<file path="src/rtl/tun_pkg.sv">
package tun_pkg;

  localparam int COORD_WIDTH   = 32;
  localparam int OUT_FRAC_BITS = 30;
  localparam int NUM_AXES      = 3;

endpackage

</file>
<file path="src/rtl/tun_sqrt_cell.sv">
module tun_sqrt_cell import tun_pkg::*; #(
  parameter int SW = 134,
  parameter int RW = 67,
  parameter int PW = 201
) (
  input  logic          clk_i,
  input  logic          rst_ni,
  input  logic          en_i,
  input  logic          vld_i,
  input  logic [SW-1:0] rad_i,
  input  logic [RW:0]   rem_i,
  input  logic [RW-1:0] root_i,
  input  logic [PW-1:0] pay_i,
  output logic          vld_o,
  output logic [SW-1:0] rad_o,
  output logic [RW:0]   rem_o,
  output logic [RW-1:0] root_o,
  output logic [PW-1:0] pay_o
);

  logic [RW+2:0] cur;
  logic [RW+2:0] trial;
  logic [RW+2:0] diff;
  logic          ge;

  assign cur   = {rem_i, rad_i[SW-1 -: 2]};
  assign trial = {1'b0, root_i, 2'b01};
  assign diff  = cur - trial;
  assign ge    = (cur >= trial);

  always_ff @(posedge clk_i or negedge rst_ni) begin
    if (!rst_ni) begin
      vld_o <= 1'b0;
    end else if (en_i) begin
      vld_o <= vld_i;
    end
  end

  always_ff @(posedge clk_i) begin
    if (en_i) begin
      rad_o  <= {rad_i[SW-3:0], 2'b00};
      rem_o  <= ge ? diff[RW:0] : cur[RW:0];
      root_o <= {root_i[RW-2:0], ge};
      pay_o  <= pay_i;
    end
  end

endmodule

</file>
<file path="config.mk">
export PLATFORM = sky130hd
export DESIGN_NAME = tun_sqrt_cell
export DESIGN_NICKNAME = d
export VERILOG_FILES = /design/src/rtl/tun_pkg.sv /design/src/rtl/tun_sqrt_cell.sv
export SDC_FILE = /design/constraint.sdc
export NUM_CORES = 1
export LEC_CHECK = 0
export BUFFER_PORTS_ARGS = -buffer_cell sky130_fd_sc_hd__buf_2
export CAP_MARGIN = 20
export CELL_PAD_IN_SITES_DETAIL_PLACEMENT = 1
export CELL_PAD_IN_SITES_GLOBAL_PLACEMENT = 2
export CORE_AREA = 2 2 365 367
export DETAILED_ROUTE_END_ITERATION = 7
export DIE_AREA = 0 0 367 369
export GPL_ROUTABILITY_DRIVEN = 0
export PLACE_DENSITY_LB_ADDON = 0.1
export SKIP_LAST_GASP = 1
export SLEW_MARGIN = 15
export SYNTH_ARGS = -nofsm -noshare
export SYNTH_HDL_FRONTEND = slang
export SYNTH_SLANG_ARGS = --single-unit
export TNS_END_PERCENT = 50
</file>
<file path="constraint.sdc">
create_clock -name clk_i -period 1.93 [get_ports clk_i]
set_clock_uncertainty 0.05 [all_clocks]
set_input_delay 0.193 -clock clk_i [delete_from_list [all_inputs] [get_ports clk_i]]
set_output_delay 0.193 -clock clk_i [all_outputs]
set_load 0.02 [all_outputs]
</file>
==> Yosys cells after proc, flatten, opt, wreduce, memory -nomap -nowiden <==
Index checks and enable logic that the tools add are counted.
{ "classes": {"bitwise_logic": 0, "shift": 0, "mul": 0, "n_div": 0, "eq_ne": 0, "n_mux": 1, "magnitude_cmp": 1, "n_reduce_logical": 0, "addsub": 1} }
{ "ops": {"columns": ["operator", "n"], "rows": [
  ["$ge A70 B69 Y1", 1],
  ["$mux W68", 1],
  ["$sub A68 B68 Y68", 1]
]} }
{ "totals": {"output_inout_bits": 471, "rom_bits": 0, "word_cells": 8, "n_memories": 0, "register_bits": 469, "ram_bits": 0, "latch_bits": 0} }

==> Longest topological paths before layout <==
{ "depth": {"depth_word": 2, "ltp_mapped": 15, "ltp_nobuf": 12} }

==> Worst setup path after synthesis <==
Ideal clock, no wire load.
{ "synth_timing": {"kind": "input port to flip-flop", "start": "input port root_i[33]", "end": "register rem_o[61] (data pin)", "t_arrival_ps": 2605, "path_slack_ps": -987, "stages": 13, "required_time_ps": 1618, "path_cell_list": "inv_1 > ha_1 > buf_2 > nand4_1 > or4_1 > a21o_1 > a21oi_2 > o21a_2 > o211ai_2 > a21oi_2 > buf_6 > buf_4 > mux2_1"} }
{ "synth_between": {"elab_chain_len": 2} }
{ "synth_lines": {"columns": ["element", "line_no", "text"], "rows": [
  ["from (decl)", "tun_sqrt_cell.sv:12", "input logic [RW-1:0] root_i,"],
  ["$sub A68 B68 Y68 / $ge A70 B69 Y1 (equally long branches)", "tun_sqrt_cell.sv:28, tun_sqrt_cell.sv:29", null],
  ["$mux W68 *", "tun_sqrt_cell.sv:42", "rem_o <= ge ? diff[RW:0] : cur[RW:0];"],
  ["to (signal assigned)", "tun_sqrt_cell.sv:42", null],
  ["to (decl)", "tun_sqrt_cell.sv:16", "output logic [RW:0] rem_o,"]
]} }
Mark *: on every way between the ends. The rest lies on a longest branch, timed or not.
A chain may end at the register's enable or synchronous reset.

==> Worst setup path in the final report <==
{ "layout_timing": {"start": "input port root_i[39]", "end": "register rem_o[35] (data pin)"} }
{ "layout_between": {"elab_chain_len": 2} }
{ "layout_lines": {"columns": ["element", "line_no", "text"], "rows": [
  ["$ge A70 B69 Y1", "tun_sqrt_cell.sv:29", "assign ge = (cur >= trial);"],
  ["$mux W68", "tun_sqrt_cell.sv:42", null]
]} }
No other way between the ends.

==> flow_summary.yaml <==
run_status:
  outcome: "finished with violations"
  violations: "setup timing"
placed_design:
  port_buffers: 942
  dpl.hpwl_um: 86200
  post_dp_cell_area_um2: 29300
sta:
  slew_headroom_pct: 57.1
  worst_pin_slew_ns: 0.635
  setup_tns_ns: -47.25
  rsz0062_at_grt: "yes"
  slew_violations: 0
  min_period_ns: 2.70
  fin_crit_sh_pct: 140
  fin_ws_ns: -0.767
  setup_violations: 69
  max_freq_mhz: 371
  hold_violations: 0
worst_hold_path:
  holdPathStages: 4
  min_to: "rem_o[1]"
  min_path_type: "input pin to register"
  hold_path.startpoint: "rad_i[133]"
synth:
  synthArstFlopShare_pct: 0.213
  ys_seq_area_share_pct: 72.4
  ys_warn_count: 0
  syn_area_um2: 19400
  synth_top_family_by_area: "compound AO/OA/AOI/OAI gates"
  synth-xor-area-share_pct: 2.70
  yosys.area_share.adder_pct: 4.44
  synth.ff_latch_count: 469
  yosysTopAreaCell: "edfxtp_1"
  synth_area_leaders: "edfxtp_1, ha_1, mux2_2, a21oi_1, xnor2_1"
  synth_mux_area_share_pct: 3.35
  avgSynthCellArea_um2: 15.2
  synth_top_cell_area_share_pct: 72.3
  synth_compound_area_share_pct: 8.88
  ys_top_cells_by_count: "edfxtp_1, a21oi_1, inv_1"
  ys_types: 66
  syn-instance-count: 1278
  synth_edf_count: 468
  synthSimpleGateAreaFrac_pct: 5.54
  ys_dominant_reg_cell: "edfxtp_1"
  yosysMostFrequentCell: "edfxtp_1"
floorplan:
  fp.dieArea_um2: 135000
  die_y_um: 369
  initial_utilization_pct: 14.8
  row_count: 133
  die_w_um: 367
  core_area_um2: 131000
  io_pins: 945
routing:
  drt-vias-per-instance: 3.69
  vias: 18218
  drtIter0Drc: 648
  wl_per_cell_um: 21.8
  ant_nets: 0
  wirelength_um: 107000
  drc: 0
  firstDrtPassIters: 4
global_routing:
  grt_pass1_vias: 20193
  grtUsageTotal_pct: 15.4
  grt_pass1_wl_um: 151000
  grt-ovfl-total: 0
  antenna_found_initial: 34
  grt_max_degree: 69
layout:
  final_area_um2: 37300
  nets: 3660
  layout-drive-gt1-share_pct: 50.6
  area_growth_pct: 91.7
  fillers: 14691
job:
  cap_violations: 0
clocking:
  root_buffer: "clkbuf_16"
  htreeDepth: 3
  clock_latency_ns: 0.64
  path_clk_slew_ns: 0.05
  cts_buffers: 66
  cts.sinks: 469
  cts_tree: "done"
  clk_path_buf_depth: 3
critical_path:
  startpoint_type: "input pin"
  critPathKind: "input pin to register"
  r2r_slack_ns: 0.58
  rr_endpoint: "vld_o"
  cp_max_fo: 6
  critPathArrivalTime_ns: 3.03
  reg2reg_depth: 2
  setup.worst_path.start: "root_i[39]"
  reg2reg_from: "vld_o"
  crit_path_end_kind: "register"
  required_ns: 2.27
power_and_ir_drop:
  p_leak_nw: 16.0
  vdd_drop_max_mv: 0.563
  power.density_nw_per_um2: 862
-- layer usage --
metal,wire length (um),vias up,GRT usage [%]
met5,103,-,0
met3,6500,172,4.54
li1,-,8543,-
met4,3550,18,5.38
met1,40900,8916,16.9
met2,56200,569,28.1
-- how the worst max path moves through the flow --
stage                endpoint  slack (ns)  depth (start not counted)
global route        rem_o[61]       -0.83                         13
detailed placement  rem_o[33]       -1.93                         14
global placement    rem_o[33]       -1.90                         14
CTS                 rem_o[25]       -0.73                         13
finish              rem_o[35]       -0.77                         15
floorplan           rem_o[48]       -0.83                         13
-- cell families after synthesis --
kind of cell,count (synthesis)
xor gates and xnor gates,60
adders and majority gates,69
other,1
and+or+nand+nor,226
DFF,469
muxes,58
AOI/OAI and AO/OA,269
buffers and inverters,126
-- cell usage in the layout, fill, tap and decap left out, types with 12 or more instances in the layout --
master / instances
nor3_1: 12
clkbuf_16: 69
a21o_1: 35
buf_12: 17
xnor2_1: 41
ha_4: 25
xor2_1: 18
a21oi_1: 78
o21bai_1: 13
nor2_1: 48
o21ai_0: 33
ha_1: 42
edfxtp_1: 468
dlygate4sd3_1: 472
nand3_1: 13
mux2_2: 35
mux2_4: 21
clkbuf_1: 18
inv_1: 73
diode_2: 13
buf_6: 15
buf_4: 364
nand2_1: 68
buf_2: 934
nand4_1: 20
-- worst max-delay path: stages --
cell	delay, ns
buf_4	0.10
inv_4	0.03
ha_4	0.26
nand4_1	0.24
or4_4	0.58
a21o_1	0.20
a21oi_4	0.17
o21a_2	0.18
o211ai_2	0.12
a21oi_4	0.18
buf_12	0.15
buf_12	0.13
buf_12	0.10
buf_8	0.10
mux2_4	0.29
-- registers in the layout (all words and copies together) (netlist names) --
signal and cells:
vld_o 1, root_o 67, rad_o 132, pay_o 201, rem_o 68
-- where the power goes --
| group | switching, mW | total, mW | internal [mW] |
|---|---|---|---|
| Sequential | 0.250 | 12.6 | 12.3 |
| Clock | 4.99 | 11.6 | 6.62 |
| Combinational | 4.32 | 7.94 | 3.62 |
-- metrics by stage --
stage                     power, mW  std cells  worst slack [ns]  hold WS (ns)  util [%]
after floorplan                15.7       1279            -0.830        -0.153         -
after global placement         19.5       4300             -1.90       -0.0770      22.3
after detailed placement       19.5       4300             -1.93       -0.0757      22.3
after CTS                      32.7       4905            -0.733       0.00236      28.1
after global routing           33.7       4926            -0.833        0.0625      28.4
final                          32.1       4932            -0.767        0.0613      28.4
-- final cells by class --
| class | instances | area [um2] | share of cell area, % |
|---|---|---|---|
| tap | 1755 | 2200 | 5.89 |
| clock buffer | 86 | 1760 | 4.72 |
| multi-input combinational | 684 | 5730 | 15.4 |
| sequential | 469 | 14100 | 37.8 |
| inverter | 84 | 348 | 0.933 |
| clock inverter | 29 | 268 | 0.719 |
| timing repair buffer | 1812 | 12800 | 34.5 |
| antenna | 13 | 32.5 | 0.0873 |
-- timing repair --
action	4_1_cts	5_1_grt
endpoints found under the setup margin	69	69
hold endpoints to repair	478	0
cloned	1	2
hold buffers	472	0
buffers inserted	18	13
pin swaps	35	29
resized for setup	138	47
Power figures use the tool's default switching activity.
