[config.mk]
export PLATFORM = sky130hd
export DESIGN_NAME = tun_div_cell
export DESIGN_NICKNAME = d
export VERILOG_FILES = /design/src/rtl/tun_pkg.sv /design/src/rtl/tun_div_cell.sv
export SDC_FILE = /design/constraint.sdc
export NUM_CORES = 1
export LEC_CHECK = 0
export BUFFER_PORTS_ARGS = -buffer_cell sky130_fd_sc_hd__buf_2
export CAP_MARGIN = 25
export CORE_AREA = 2 2 290 292
export DETAILED_ROUTE_END_ITERATION = 8
export DIE_AREA = 0 0 292 294
export PLACE_DENSITY = 0.54
export SLEW_MARGIN = 30
export SYNTH_ARGS = -nofsm -noshare
export SYNTH_HDL_FRONTEND = slang
export SYNTH_SLANG_ARGS = --single-unit
export TNS_END_PERCENT = 20
[constraint.sdc]
create_clock -name clk_i -period 2.13 [get_ports clk_i]
set_input_delay 0.1065 -clock clk_i [delete_from_list [all_inputs] [get_ports clk_i]]
set_output_delay 0.1065 -clock clk_i [all_outputs]
set_load 0.01 [all_outputs]
[src/rtl/tun_pkg.sv]
package tun_pkg;

  localparam int COORD_WIDTH   = 32;
  localparam int OUT_FRAC_BITS = 30;
  localparam int NUM_AXES      = 3;

endpackage

[src/rtl/tun_div_cell.sv]
module tun_div_cell import tun_pkg::*; #(
  parameter int LW = 67,
  parameter int QW = 31
) (
  input  logic                         clk_i,
  input  logic                         rst_ni,
  input  logic                         en_i,
  input  logic                         vld_i,
  input  logic [LW-1:0]                len_i,
  input  logic [NUM_AXES-1:0][LW-1:0]  rem_i,
  input  logic [NUM_AXES-1:0]          nbit_i,
  input  logic [NUM_AXES-1:0][QW-1:0]  q_i,
  input  logic [NUM_AXES-1:0]          sgn_i,
  input  logic                         dgn_i,
  output logic                         vld_o,
  output logic [LW-1:0]                len_o,
  output logic [NUM_AXES-1:0][LW-1:0]  rem_o,
  output logic [NUM_AXES-1:0]          nbit_o,
  output logic [NUM_AXES-1:0][QW-1:0]  q_o,
  output logic [NUM_AXES-1:0]          sgn_o,
  output logic                         dgn_o
);

  logic [NUM_AXES-1:0][LW:0] cur;
  logic [NUM_AXES-1:0][LW:0] diff;
  logic [NUM_AXES-1:0]       ge;

  always_comb begin
    for (int i = 0; i < NUM_AXES; i++) begin
      cur[i]  = {rem_i[i], nbit_i[i]};
      diff[i] = cur[i] - {1'b0, len_i};
      ge[i]   = (cur[i] >= {1'b0, len_i});
    end
  end

  always_ff @(posedge clk_i or negedge rst_ni) begin
    if (!rst_ni) begin
      vld_o <= 1'b0;
    end else if (en_i) begin
      vld_o <= vld_i;
    end
  end

  always_ff @(posedge clk_i) begin
    if (en_i) begin
      for (int i = 0; i < NUM_AXES; i++) begin
        rem_o[i] <= ge[i] ? diff[i][LW-1:0] : cur[i][LW-1:0];
        q_o[i]   <= {q_i[i][QW-2:0], ge[i]};
      end
      nbit_o <= '0;
      len_o  <= len_i;
      sgn_o  <= sgn_i;
      dgn_o  <= dgn_i;
    end
  end

endmodule

# --- After elaboration in Yosys (flattened, before gate mapping) ---
# Index checks and enable logic that the tools add are counted.
# Widths: inputs -> output; s select.
totals:
  regBits: 366
  inputBits: 372
  output_inout_bits: 369
classes:
  add_sub_neg: 3
  order_cmp: 3
  mux: 3
ops:
  columns: ["operator", "count"]
  rows:
  - ["$ge 68x67->1", 3]
  - ["$mux 67", 3]
  - ["$sub 67x67->67", 3]

# --- Longest topological paths before layout ---
depth:
  ltp_word: 2
  depth_mapped: 18

# --- Least setup slack after synthesis ---
# Ideal clock, no wire load.
synth_path:
  path_type: "input-to-reg"
  start: "input port nbit_i[2]"
  end: "register rem_o[182] in the netlist's numbering, data pin"
  setup_time_ns: 0.260
  t_arrival_ns: 3.273
  required_time_ns: 1.870
  setup_slack_ns: -1.404
  stages: 17
  path_buffers: 2
  path_cell_list: "inv_1 > ha_1 > inv_1 > fa_1 > a211oi_2 > o211ai_1 > a221oi_4 > o21ai_2 > a221oi_4 > o21ai_1 > a21oi_2 > o21bai_2 > a31oi_4 > o31ai_2 > buf_6 > buf_6 > mux2_4"
synth_via:
  elab_chain_cells: 2
  elab_cells_between_ends: 3
synth_rtl:
  columns: ["item", "line_no", "text"]
  rows:
  - ["start, declared", "tun_div_cell.sv:11", "input logic [NUM_AXES-1:0] nbit_i,"]
  - ["$sub 67x67->67 / $ge 68x67->1 (equally long branches)", "tun_div_cell.sv:31, tun_div_cell.sv:32", null]
  - ["$mux 67 (*)", "tun_div_cell.sv:47", "rem_o[i] <= ge[i] ? diff[i][LW-1:0] : cur[i][LW-1:0];"]
  - ["end signal, assigned by index", "tun_div_cell.sv:47", null]
  - ["end, declared", "tun_div_cell.sv:17", "output logic [NUM_AXES-1:0][LW-1:0] rem_o,"]
# Every way passes the cells marked *; elsewhere a longest branch is shown, timed or not.
# A chain may end at the register's enable or synchronous reset.

# --- Worst setup path in the final report ---
layout_path:
  start: "input port nbit_i[2]"
  end: "register rem_o[167] in the netlist's numbering, data pin"
# The elaborated chain is that of the path after synthesis.

==> impl_metrics.json <==
{
  "antenna_found_initial": 45,
  "grt_max_degree": 61,
  "synth_top_area_share": 0.4287,
  "yosys_register_bits": 366,
  "postCtsHoldBufs": 364,
  "cts.sinks": 366,
  "yosys.area.top_type": "edfxtp_1",
  "fin_crit_ns": 3.416,
  "arrival_ns": 3.77,
  "final_common_cell": "buf_4",
  "dieWidth_um": 292,
  "synth-edff-count": 365,
  "r2r_slack_ns": 1.36,
  "drive_gt1_frac": 0.4579,
  "vias_per_cell": 4.937,
  "critical_path_class": "in -> reg",
  "htreeDepth": 2,
  "async_flop_share": 0.002732,
  "layout_common_cells": "buf_4 (899), buf_2 (719), edfxtp_1 (365)",
  "grt.total_usage": 0.2766,
  "pre_cts_ws_ns": -2.170,
  "clock-root-buffer": "clkbuf_16",
  "coreArea_mm2": 0.08289,
  "grt_pass1_vias": 28210,
  "ys_seq_area_frac": 0.4296,
  "cp_slowest_stage_delay_ns": 0.39,
  "cts_buffers": 48,
  "cp-start-kind": "primary input",
  "path_max_fanout": 6,
  "start_util": 0.3085,
  "power_density_mw_per_mm2": 646.0,
  "setup_tns_ns": -174.60,
  "status": "finished, violations left",
  "path_cells": "buf_8 > inv_12 > ha_4 > inv_2 > fa_2 > a211oi_4 > o211ai_1 > a221oi_4 > o21ai_4 > a221oi_4 > o21ai_4 > a21oi_4 > o21bai_4 > a31oi_4 > o31ai_4 > buf_12 > buf_16 > buf_16 > mux2_4",
  "fin_skew_ns": 0,
  "core.rowCount": 106,
  "postSynthAreaPerCell_um2": 9.915,
  "syn_inst": 2579,
  "ant_nets": 0,
  "first_pass_iters": 5,
  "synth_area_mm2": 0.02557,
  "hpwl_mm": 94.82,
  "detailedRoute.firstIterationViolations": 1747,
  "portBuffers": 734,
  "cp_num_cells": 19,
  "crit_family": "compound AO/OA/AOI/OAI gates",
  "dieArea_mm2": 0.08585,
  "overflow": 0,
  "gp_congestion": 0.9425,
  "cts_tree": "done",
  "ir_drop_v": 0.0005709,
  "relSlewSlack": 0.4356,
  "grt_pass1_wl_mm": 177.7,
  "holdCritStartpoint": "len_i[0]",
  "setup_violations": 204,
  "vias": 28250,
  "rr_worst_depth": 1,
  "fin_nets": 5159,
  "cp.required_ns": 2.48,
  "path_clk_slew_ns": 0.06,
  "synthTopCellsByArea": "edfxtp_1 (43%), ha_1 (9.8%), a21oi_1 (5.6%)",
  "areaGrowthSynthToFinish_pct": 75.83,
  "ys_warn_count": 0,
  "io_pins": 741,
  "hold_violations": 2,
  "setup_ws_ns": -1.286,
  "maxSlewViolCount": 0,
  "tightestPinTransition_ns": 0.8252,
  "crit_path_end_kind": "flip-flop",
  "violations": "hold timing, setup timing",
  "crit_slowest_cell": "a221oi_4",
  "ys.flop_type": "edfxtp_1",
  "whs_ns": -0.2959,
  "cp.buffers_inverters": 6,
  "fin_crit_sh": 1.604,
  "insertion_delay_ns": 0.60,
  "max_freq_mhz": 292.7,
  "cts.path.max_buffers": 3,
  "hp-class": "in -> reg",
  "remaining_drc_errors": 0,
  "hold-path-endpoint": "len_o[0]$_DFFE_PP_",
  "r2r-end": "vld_o$_DFFE_PN0P_",
  "wl_per_cell_um": 21.60,
  "leakage_nw": 20.69,
  "wl_mm": 123.6,
  "cap_violations": 0,
  "die_y_um": 294,
  "synth_cell_types": 85,
  "rsz0062_at_grt": "true",
  "r2r_start": "vld_o$_DFFE_PN0P_",
  "hold_depth": 1
}
[power breakdown]
group	switching, mW	internal (mW)
sequential	0.345	9.10
combinational	5.55	5.62
clock	3.54	4.89
[cell usage after synthesis, types with 4 or more instances]
cell type / n
a211o_1: 5
or2_2: 9
nor3_1: 22
inv_1: 130
edfxtp_1: 365
nor2_1: 165
ha_1: 201
a211oi_1: 22
and4_1: 5
or4_1: 4
xnor2_1: 113
a31oi_1: 24
buf_4: 5
nand4_1: 73
mux2_2: 71
o21ai_1: 8
nand2b_1: 18
nor2b_1: 16
xor2_1: 77
nor4_1: 10
buf_6: 4
and2_1: 10
and3_1: 11
o21bai_1: 37
o31a_1: 4
o31ai_1: 11
a21o_1: 126
clkbuf_1: 87
nand2_1: 226
a21oi_1: 287
nand3_1: 40
o211ai_1: 17
o2111ai_1: 4
a221o_1: 5
a21boi_0: 9
o21a_1: 25
o21ai_0: 180
o221ai_1: 10
mux2_4: 18
or3_1: 14
buf_2: 36
a221oi_1: 6
[registers in the layout, indices dropped and copies added (netlist names)]
register	flops
rem_o	201
q_o	93
len_o	67
sgn_o	3
dgn_o	1
vld_o	1
[metrics by stage]
stage / total power [mW] / hold slack [ns] / util / cells / instance area (µm²)
floorplan: 13.94 / -0.1891 / - / 2581 / 25620
global placement: 19.03 / -0.1188 / 0.4498 / 5189 / 37280
detailed placement: 19.04 / -0.1177 / 0.4499 / 5189 / 37290
CTS: 28.97 / -0.3439 / 0.5371 / 5693 / 44520
global route: 30.35 / -0.3279 / 0.5421 / 5713 / 44940
finish: 29.04 / -0.2959 / 0.5424 / 5721 / 44960
[worst max path at each step]
stage | from | endpoint | slack (ns)
2_1_floorplan | nbit_i[2] | rem_o[182]$_DFFE_PP_ | -1.27
3_3_place_gp | len_i[41] | rem_o[62]$_DFFE_PP_ | -2.10
3_5_place_dp | len_i[41] | rem_o[62]$_DFFE_PP_ | -2.17
4_1_cts | nbit_i[2] | rem_o[167]$_DFFE_PP_ | -1.27
5_1_grt | nbit_i[2] | rem_o[167]$_DFFE_PP_ | -1.34
6_report | nbit_i[2] | rem_o[167]$_DFFE_PP_ | -1.29
[repair_timing]
item,in CTS,in global routing
buffers inserted,40,4
setup endpoints to repair,204,204
gates resized for setup,348,70
hold endpoints to repair,386,2
cloned,13,4
pin swaps,100,26
[metal layers]
metal  global-route usage  up-vias  wire length, µm
met4              0.08285       40             3914
li1                     -    13650                -
met5                    0        -              249
met1               0.3487    13430            52270
met3              0.06239      204             8512
met2               0.4709      922            58650
[area by class of cell]
cell class | instances | area (µm²)
Timing Repair Buffer | 2085 | 15770
Clock inverter | 36 | 372.9
Antenna cell | 20 | 50.05
Sequential cell | 366 | 10990
Clock buffer | 52 | 1216
Fill cell | 7605 | 37930
Tap cell | 1080 | 1351
Inverter | 131 | 528.0
Multi-Input combinational cell | 1951 | 14680
[logic make-up after synthesis]
family / count (synthesis) / synth area share
compound gates: 827 / 0.2034
simple gates: 637 / 0.1164
flops: 366 / 0.4296
buf+inv: 264 / 0.04242
fa+ha+maj: 204 / 0.1007
xor+xnor: 190 / 0.06508
mux: 90 / 0.04223
other cells: 1 / 0.0001467
Power figures use the tool's default switching activity.
